--- config.mk ---
export PLATFORM = sky130hd
export DESIGN_NAME = multi_channel_oneshot_timer_bank
export DESIGN_NICKNAME = d
export VERILOG_FILES = /design/src/rtl/mctb_pkg.sv /design/src/rtl/mctb_cell.sv /design/src/rtl/multi_channel_oneshot_timer_bank.sv
export SDC_FILE = /design/constraint.sdc
export NUM_CORES = 1
export LEC_CHECK = 0
export ABC_AREA = 1
export BUFFER_PORTS_ARGS = -buffer_cell sky130_fd_sc_hd__buf_2
export CORE_UTILIZATION = 45
export CTS_CLUSTER_SIZE = 24
export DETAILED_ROUTE_END_ITERATION = 10
export GPL_ROUTABILITY_DRIVEN = 0
export GPL_TIMING_DRIVEN = 0
export SETUP_SLACK_MARGIN = 0.02
export SLEW_MARGIN = 10
export SYNTH_ARGS = -nofsm -noshare
export SYNTH_HDL_FRONTEND = slang
export SYNTH_HIERARCHICAL = 1
export SYNTH_SLANG_ARGS = --single-unit
--- constraint.sdc ---
create_clock -name i_clk -period 5.2 [get_ports i_clk]
set_input_delay 0.52 -clock i_clk [delete_from_list [all_inputs] [get_ports i_clk]]
set_output_delay 0.52 -clock i_clk [all_outputs]
set_load 0.03 [all_outputs]
--- src/rtl/mctb_pkg.sv ---
// Shared types and constants for the one-shot timer bank.
package mctb_pkg;

    // Channel count of the bank (1 to 16)
    localparam int CHANNELS = 4;

    // Field widths
    localparam int CMD_W  = 2;
    localparam int CHAN_W = 4;
    localparam int TIME_W = 24;
    localparam int MASK_W = 4;

    // Width of an index over the cells
    localparam int IDX_W = (CHANNELS > 1) ? $clog2(CHANNELS) : 1;

    // Command codes
    localparam logic [CMD_W-1:0] CMD_SET  = 2'd0;
    localparam logic [CMD_W-1:0] CMD_STOP = 2'd1;
    localparam logic [CMD_W-1:0] CMD_TICK = 2'd2;

    // One channel's timer state
    typedef struct packed {
        logic [TIME_W-1:0] remaining;
        logic              armed;
    } t_chan;

    // Controller states
    typedef enum logic {
        S_IDLE,
        S_TICK
    } t_state;

    // Cell controls
    typedef struct packed {
        logic  shift;
        logic  load;
        t_chan load_data;
    } t_cell_ctrl;

endpackage

--- src/rtl/mctb_cell.sv ---
// One timer cell of the rotating ring: holds a channel's state, loads or shifts.
module mctb_cell
    import mctb_pkg::*;
(
    input  logic       i_clk,
    input  logic       i_rst_n,
    input  t_cell_ctrl i_ctrl,
    input  t_chan      i_next,
    output t_chan      o_data
);

    t_chan r_data;
    t_chan n_data;

    // Take a direct write when idle, the neighbor's state when rotating
    always_comb begin
        n_data = r_data;
        if (i_ctrl.load) begin
            n_data = i_ctrl.load_data;
        end else if (i_ctrl.shift) begin
            n_data = i_next;
        end
    end

    always_ff @(posedge i_clk) begin
        if (!i_rst_n) begin
            r_data <= '0;
        end else begin
            r_data <= n_data;
        end
    end

    assign o_data = r_data;

endmodule

--- src/rtl/multi_channel_oneshot_timer_bank.sv ---
// Top level of the one-shot timer bank: cell ring, shared subtractor and control.
// Set and stop transactions produce no result.
// A tick rotates the ring through the shared subtractor, one channel per cycle:
// the result is registered once the walk has passed the last channel, and the
// next transaction is taken while the result is shown when it leaves at once;
// input stalls during a tick and while a result waits. Sync active-low reset
// disarms every channel and drops any pending result.
module multi_channel_oneshot_timer_bank
    import mctb_pkg::*;
(
    input  logic              i_clk,
    input  logic              i_rst_n,
    input  logic              i_in_valid,
    output logic              o_in_ready,
    input  logic [CMD_W-1:0]  i_command,
    input  logic [CHAN_W-1:0] i_channel,
    input  logic [TIME_W-1:0] i_amount,
    output logic              o_out_valid,
    input  logic              i_out_ready,
    output logic [MASK_W-1:0] o_expired_mask
);

    t_state            r_state;
    t_state            n_state;
    logic [IDX_W-1:0]  r_idx;
    logic [IDX_W-1:0]  n_idx;
    logic [TIME_W-1:0] r_amount;
    logic [MASK_W-1:0] r_mask;
    logic [MASK_W-1:0] n_mask;
    logic              r_out_valid;
    logic [MASK_W-1:0] r_out_mask;

    logic              in_accept;
    logic              tick_accept;
    logic              write_accept;
    logic              chan_in_range;
    logic              last_step;
    logic              shift_en;
    logic              expire;
    logic [MASK_W-1:0] step_bits;
    t_chan             head;
    t_chan             head_upd;
    t_chan             write_data;
    t_chan             cell_out [CHANNELS];
    t_cell_ctrl        cell_ctrl [CHANNELS];

    assign in_accept     = i_in_valid && o_in_ready;
    assign tick_accept   = in_accept && (i_command == CMD_TICK);
    assign chan_in_range = ({1'b0, i_channel} < (CHAN_W + 1)'(CHANNELS));
    assign write_accept  = in_accept && chan_in_range
                           && ((i_command == CMD_SET) || (i_command == CMD_STOP));
    assign last_step     = (r_idx == IDX_W'(CHANNELS - 1));

    // Next state
    always_comb begin
        n_state = r_state;
        case (r_state)
            S_IDLE: begin
                if (tick_accept) begin
                    n_state = S_TICK;
                end
            end
            S_TICK: begin
                if (last_step) begin
                    n_state = S_IDLE;
                end
            end
            default: n_state = S_IDLE;
        endcase
    end

    // Controller outputs
    always_comb begin
        o_in_ready = 1'b0;
        shift_en   = 1'b0;
        case (r_state)
            S_IDLE: o_in_ready = !r_out_valid || i_out_ready;
            S_TICK: shift_en   = 1'b1;
            default: begin
                o_in_ready = 1'b0;
                shift_en   = 1'b0;
            end
        endcase
    end

    // Build the value written by set or stop
    always_comb begin
        if (i_command == CMD_SET) begin
            write_data.remaining = i_amount;
            write_data.armed     = 1'b1;
        end else begin
            write_data.remaining = '0;
            write_data.armed     = 1'b0;
        end
    end

    // Update the channel at the head of the ring
    assign head   = cell_out[0];
    assign expire = head.armed && (r_amount >= head.remaining);
    always_comb begin
        head_upd = head;
        if (expire) begin
            head_upd = '0;
        end else if (head.armed) begin
            head_upd.remaining = head.remaining - r_amount;
        end
    end

    // Cell ring: each cell takes from the one above, the last from the head
    for (genvar g = 0; g < CHANNELS; g++) begin : g_cell
        assign cell_ctrl[g].shift     = shift_en;
        assign cell_ctrl[g].load      = write_accept && (i_channel == CHAN_W'(g));
        assign cell_ctrl[g].load_data = write_data;
        if (g == CHANNELS - 1) begin : g_tail
            mctb_cell u_cell (
                .i_clk   (i_clk),
                .i_rst_n (i_rst_n),
                .i_ctrl  (cell_ctrl[g]),
                .i_next  (head_upd),
                .o_data  (cell_out[g])
            );
        end else begin : g_body
            mctb_cell u_cell (
                .i_clk   (i_clk),
                .i_rst_n (i_rst_n),
                .i_ctrl  (cell_ctrl[g]),
                .i_next  (cell_out[g + 1]),
                .o_data  (cell_out[g])
            );
        end
    end

    // Mark the head channel in the mask when it expires and is reportable
    for (genvar b = 0; b < MASK_W; b++) begin : g_bit
        if (b < CHANNELS) begin : g_used
            assign step_bits[b] = expire && (r_idx == IDX_W'(b));
        end else begin : g_unused
            assign step_bits[b] = 1'b0;
        end
    end

    // Advance the step counter and accumulate the mask
    always_comb begin
        n_idx  = r_idx;
        n_mask = r_mask;
        if (tick_accept) begin
            n_idx  = '0;
            n_mask = '0;
        end else if (shift_en) begin
            n_mask = r_mask | step_bits;
            n_idx  = last_step ? '0 : r_idx + 1'b1;
        end
    end

    always_ff @(posedge i_clk) begin
        if (!i_rst_n) begin
            r_state     <= S_IDLE;
            r_idx       <= '0;
            r_mask      <= '0;
            r_out_valid <= 1'b0;
        end else begin
            r_state <= n_state;
            r_idx   <= n_idx;
            r_mask  <= n_mask;
            if (shift_en && last_step) begin
                r_out_valid <= 1'b1;
            end else if (i_out_ready) begin
                r_out_valid <= 1'b0;
            end
        end
    end

    // Hold the elapsed time and the finished mask
    always_ff @(posedge i_clk) begin
        if (tick_accept) begin
            r_amount <= i_amount;
        end
        if (shift_en && last_step) begin
            r_out_mask <= n_mask;
        end
    end

    assign o_out_valid    = r_out_valid;
    assign o_expired_mask = r_out_mask;

    // The output register is empty while a tick is in progress
    a_out_empty_in_tick: assert property (@(posedge i_clk) disable iff (!i_rst_n)
        r_state == S_TICK |-> !r_out_valid)
        else $error("output pending during tick");

    // An accepted tick starts a walk at the first channel
    a_tick_start: assert property (@(posedge i_clk) disable iff (!i_rst_n)
        tick_accept |=> (r_state == S_TICK) && (r_idx == '0))
        else $error("tick did not start at channel 0");

    // The walk does not stop before the last channel
    a_tick_continue: assert property (@(posedge i_clk) disable iff (!i_rst_n)
        (r_state == S_TICK) && !last_step |=> r_state == S_TICK)
        else $error("tick walk ended early");

    // The last step delivers a result
    a_tick_result: assert property (@(posedge i_clk) disable iff (!i_rst_n)
        (r_state == S_TICK) && last_step |=> r_out_valid && (r_state == S_IDLE))
        else $error("tick produced no result");

    // The ring is aligned whenever idle
    a_idle_aligned: assert property (@(posedge i_clk) disable iff (!i_rst_n)
        r_state == S_IDLE |-> r_idx == '0)
        else $error("ring misaligned in idle");

endmodule
==> results.yml <==
worst_setup_path:
  required_ns: 5.52
  cpPeakStageDelay_ns: 0.71
  end_kind: "flip-flop"
  family_with_the_most_delay_on_the_worst_path: "simple AND/OR/NAND/NOR gates"
  timing.critical_path.cells: "buf_2 -> a21oi_1 -> nand2_1 -> nor4_1 -> inv_1 -> nor3_1 -> buf_6 -> inv_2 -> buf_6 -> nand3_1 -> nand3_1 -> nand2_1 -> inv_1"
  critical-path-slowest-cell: "sky130_fd_sc_hd__nor4_1"
  criticalPathCategory: "reg2reg"
  critical_path_start_type: "flip-flop"
  worstPathMaxFanout: 10
  cp_num_buf_inv: 6
  worst-endpoint-arrival_ns: 3.10
power_and_ir_drop:
  static-leakage-power_uw: 0.00543
  combPwrFrac_pct: 6.2
  total_net_switching_power_uw: 581
  cellPowerDensity_mw_per_mm2: 269
  power.share.sequential_pct: 41.4
  swShare_pct: 22.1
  power_frac_clock_pct: 52.3
  ir_worst_vdd_mv: 0.229
  internal-power_uw: 2050
final_layout:
  layoutNonFillerInstCount: 1623
  combined_flip_flop_and_latch_cell_area_sq_mm: 0.00300
  final_net_count: 1439
  area.growth.synth_to_final_pct: 13.6
  drive_above_1_share_pct: 11.7
  footprint_of_the_multi_input_gates_sq_mm: 0.00429
  num-fill-cells: 1880
  post-route-util_pct: 52.2
  num_antenna_cells: 0
drt:
  antenna_violating_nets_post_route: 0
  detailedRoute.firstPassIterationCount: 5
  drt_first_iter_violations: 592
  post-route-drc-count: 0
  detailroute.via_count: 8014
  route.final.wire_length_um: 23400
  routed_wire_length_per_instance_um: 14.4
  avgViaCountPerCell: 4.94
synth:
  netlist_area_sq_mm: 0.00859
  synth_area_leaders: "sky130_fd_sc_hd__dfxtp_1, sky130_fd_sc_hd__nand2_1, sky130_fd_sc_hd__nand3_1"
  synth_cells: 1317
  yosys.cell_types.count: 35
  yosysWarnings: 6
  synth_fp_nets: 1380
  seq_area_frac_synth_pct: 35.0
  yosys.area.top_type_share_pct: 25.2
  postSynthAreaPerCell_sq_um: 6.52
  ys_ff_latch: 136
  post-synth-top-area-cell: "sky130_fd_sc_hd__dfxtp_1"
timing:
  timing.final.max_slew_violations: 0
  setup-tns-final_ns: 0
  finalHoldViolations: 0
  finClkSkew_ns: 0.00810
  max_slew.worst_pin.slew_ns: 0.893
  rsz0062_at_grt: "false"
  fin_crit_sh_pct: 53.4
  max_slew_margin_pct: 39.9
  finalCriticalPeriod_ns: 2.78
  achievable-frequency_ghz: 0.360
  setup_violations: 0
floorplan:
  core_area_sq_mm: 0.0187
  number_of_placed_i_o_pins: 40
  floorplan.die.width_um: 140
  chipHeight_um: 140
  floorplan_row_count: 50
  floorplan.initialDensity_pct: 45.9
  floorplan.die_area_sq_mm: 0.0196
global_route:
  grt_pass1_wl_um: 37900
  grt_util_all_layers_pct: 24.9
  globalRoute.totalOverflow: 0
  antenna_violations_before_repair: 0
  grt_start_max_net_pins: 18
  first_global_vias: 7324
placement:
  dp.cells: 1591
  place.port_buffers: 39
  dp.final_hpwl_um: 19000
clock_tree:
  clk_pin_slew_ns: 0.06
  h-tree-depth: 4
  cts_tree: "built"
  clock_sink_count: 136
  cts_buffer_depth: 2
  clk_root_buffer_cell: "sky130_fd_sc_hd__clkbuf_16"
  post-cts-setup-buffer-count: 0
  cts-buffers-inserted: 17
  clk-insertion-delay-late_ns: 0.43
  cts.hold.buffers_added: 0
  cts-resized-gates: 0
job:
  max_cap_violations: 0
hold_path:
  worstHoldPathType: "in2reg"
status:
  outcome: "completed"
[final timing paths]
kind | start | end | slack [ns] | depth (start not counted)
max reg2reg | r_state$_SDFF_PN0_ | g_cell[3].g_tail.u_cell/o_data[13]$_SDFFE_PN0P_ | 2.42 | 13
min reg2reg | r_mask[3]$_SDFF_PN0_ | r_mask[3]$_SDFF_PN0_ | 0.46 | 2
min | i_amount[5] | r_amount[5]$_DFFE_PP_ | 0.28 | 1
max | r_state$_SDFF_PN0_ | g_cell[3].g_tail.u_cell/o_data[13]$_SDFFE_PN0P_ | 2.42 | 13
[sequential cells by signal, indices dropped and copies added (netlist names)]
register                     cells
g_cell.g_body.u_cell/o_data     75
g_cell.g_tail.u_cell/o_data     25
r_amount                        24
o_expired_mask                   4
r_mask                           4
r_idx                            2
o_out_valid                      1
r_state                          1
[worst reg2reg max path, cell delays in order (launching register included)]
cell                      delay (ns)
sky130_fd_sc_hd__dfxtp_1        0.39
sky130_fd_sc_hd__buf_2          0.21
sky130_fd_sc_hd__a21oi_1        0.15
sky130_fd_sc_hd__nand2_1        0.15
sky130_fd_sc_hd__nor4_1         0.71
sky130_fd_sc_hd__inv_1          0.14
sky130_fd_sc_hd__nor3_1         0.22
sky130_fd_sc_hd__buf_6          0.20
sky130_fd_sc_hd__inv_2          0.09
sky130_fd_sc_hd__buf_6          0.15
sky130_fd_sc_hd__nand3_1        0.09
sky130_fd_sc_hd__nand3_1        0.08
sky130_fd_sc_hd__nand2_1        0.06
sky130_fd_sc_hd__inv_1          0.04
[placed cells by master, fill, tap and decap left out, types with 12 or more instances in the layout]
cell                          n
sky130_fd_sc_hd__a21oi_1     36
sky130_fd_sc_hd__buf_2       65
sky130_fd_sc_hd__buf_6       21
sky130_fd_sc_hd__clkbuf_16   17
sky130_fd_sc_hd__dfxtp_1    108
sky130_fd_sc_hd__edfxtp_1    28
sky130_fd_sc_hd__ha_1        28
sky130_fd_sc_hd__inv_1      220
sky130_fd_sc_hd__nand2_1    460
sky130_fd_sc_hd__nand3_1    231
sky130_fd_sc_hd__nor2_1      59
sky130_fd_sc_hd__o21ai_0     12
[power groups by stage]
stage	registers, uW	logic, uW	clock network [uW]
final	1090	164	1380
after global routing	1090	181	1450
after CTS	1090	164	1400
after detailed placement	1110	164	0
after global placement	1110	163	0
after floorplan	1110	109	0
[metrics by stage]
stage          total power, uW  hold WS, ns  cell area, sq um  worst slack, ns
2_1_floorplan             1220        0.435              8590             2.64
3_3_place_gp              1270        0.445              9080             2.31
3_5_place_dp              1280        0.451              9090             2.28
4_1_cts                   2650        0.269              9760             2.30
5_1_grt                   2720        0.266              9760             2.03
6_report                  2630        0.284              9760             2.42
[synthesized netlist by cell type]
master	n
sky130_fd_sc_hd__clkbuf_1	3
sky130_fd_sc_hd__fa_1	1
sky130_fd_sc_hd__buf_6	21
sky130_fd_sc_hd__nand3_1	231
sky130_fd_sc_hd__nand4_1	11
sky130_fd_sc_hd__nor2_4	3
sky130_fd_sc_hd__or2_2	1
sky130_fd_sc_hd__a21o_1	1
sky130_fd_sc_hd__xnor2_1	6
sky130_fd_sc_hd__nand2b_1	1
sky130_fd_sc_hd__o21ai_0	12
sky130_fd_sc_hd__nor2_1	59
sky130_fd_sc_hd__o21bai_1	3
sky130_fd_sc_hd__o21ai_2	8
sky130_fd_sc_hd__inv_2	6
sky130_fd_sc_hd__xor2_1	3
sky130_fd_sc_hd__nand2_2	8
sky130_fd_sc_hd__ha_1	28
sky130_fd_sc_hd__and2_1	3
sky130_fd_sc_hd__nand2_1	460
sky130_fd_sc_hd__a21oi_1	36
sky130_fd_sc_hd__buf_2	26
sky130_fd_sc_hd__o22ai_2	2
sky130_fd_sc_hd__nor2_8	4
sky130_fd_sc_hd__nor4_1	1
sky130_fd_sc_hd__inv_1	220
sky130_fd_sc_hd__nand3_2	2
sky130_fd_sc_hd__buf_1	2
sky130_fd_sc_hd__nor2_2	3
sky130_fd_sc_hd__dfxtp_1	108
sky130_fd_sc_hd__nand3b_1	5
sky130_fd_sc_hd__edfxtp_1	28
sky130_fd_sc_hd__nor3_1	2
sky130_fd_sc_hd__buf_4	8
sky130_fd_sc_hd__nor3_4	1
[cell type report]
class / instances / share of cell area [%]
Clock inverter: 12 / 2.27
Sequential cell: 136 / 30.8
Tap cell: 234 / 3.00
Multi-Input combinational cell: 895 / 44.0
Clock buffer: 20 / 4.58
Timing Repair Buffer: 40 / 2.15
Buffer: 60 / 4.56
Inverter: 226 / 8.69
[cells by family after synthesis]
| logic type | share of synthesized area (%) |
|---|---|
| buf+inv | 15.1 |
| flops | 35.0 |
| simple gates | 40.5 |
| compound gates | 4.25 |
| fa+ha+maj | 4.31 |
| xor+xnor | 0.918 |
[layer usage]
layer,GRT usage [%],vias up,wire [um]
li1,-,4212,-
met1,35.7,3588,11700
met2,38.8,189,10200
met3,3.83,25,1090
met4,6.94,0,371
met5,0,-,0
(Power assumes the default switching activity.)
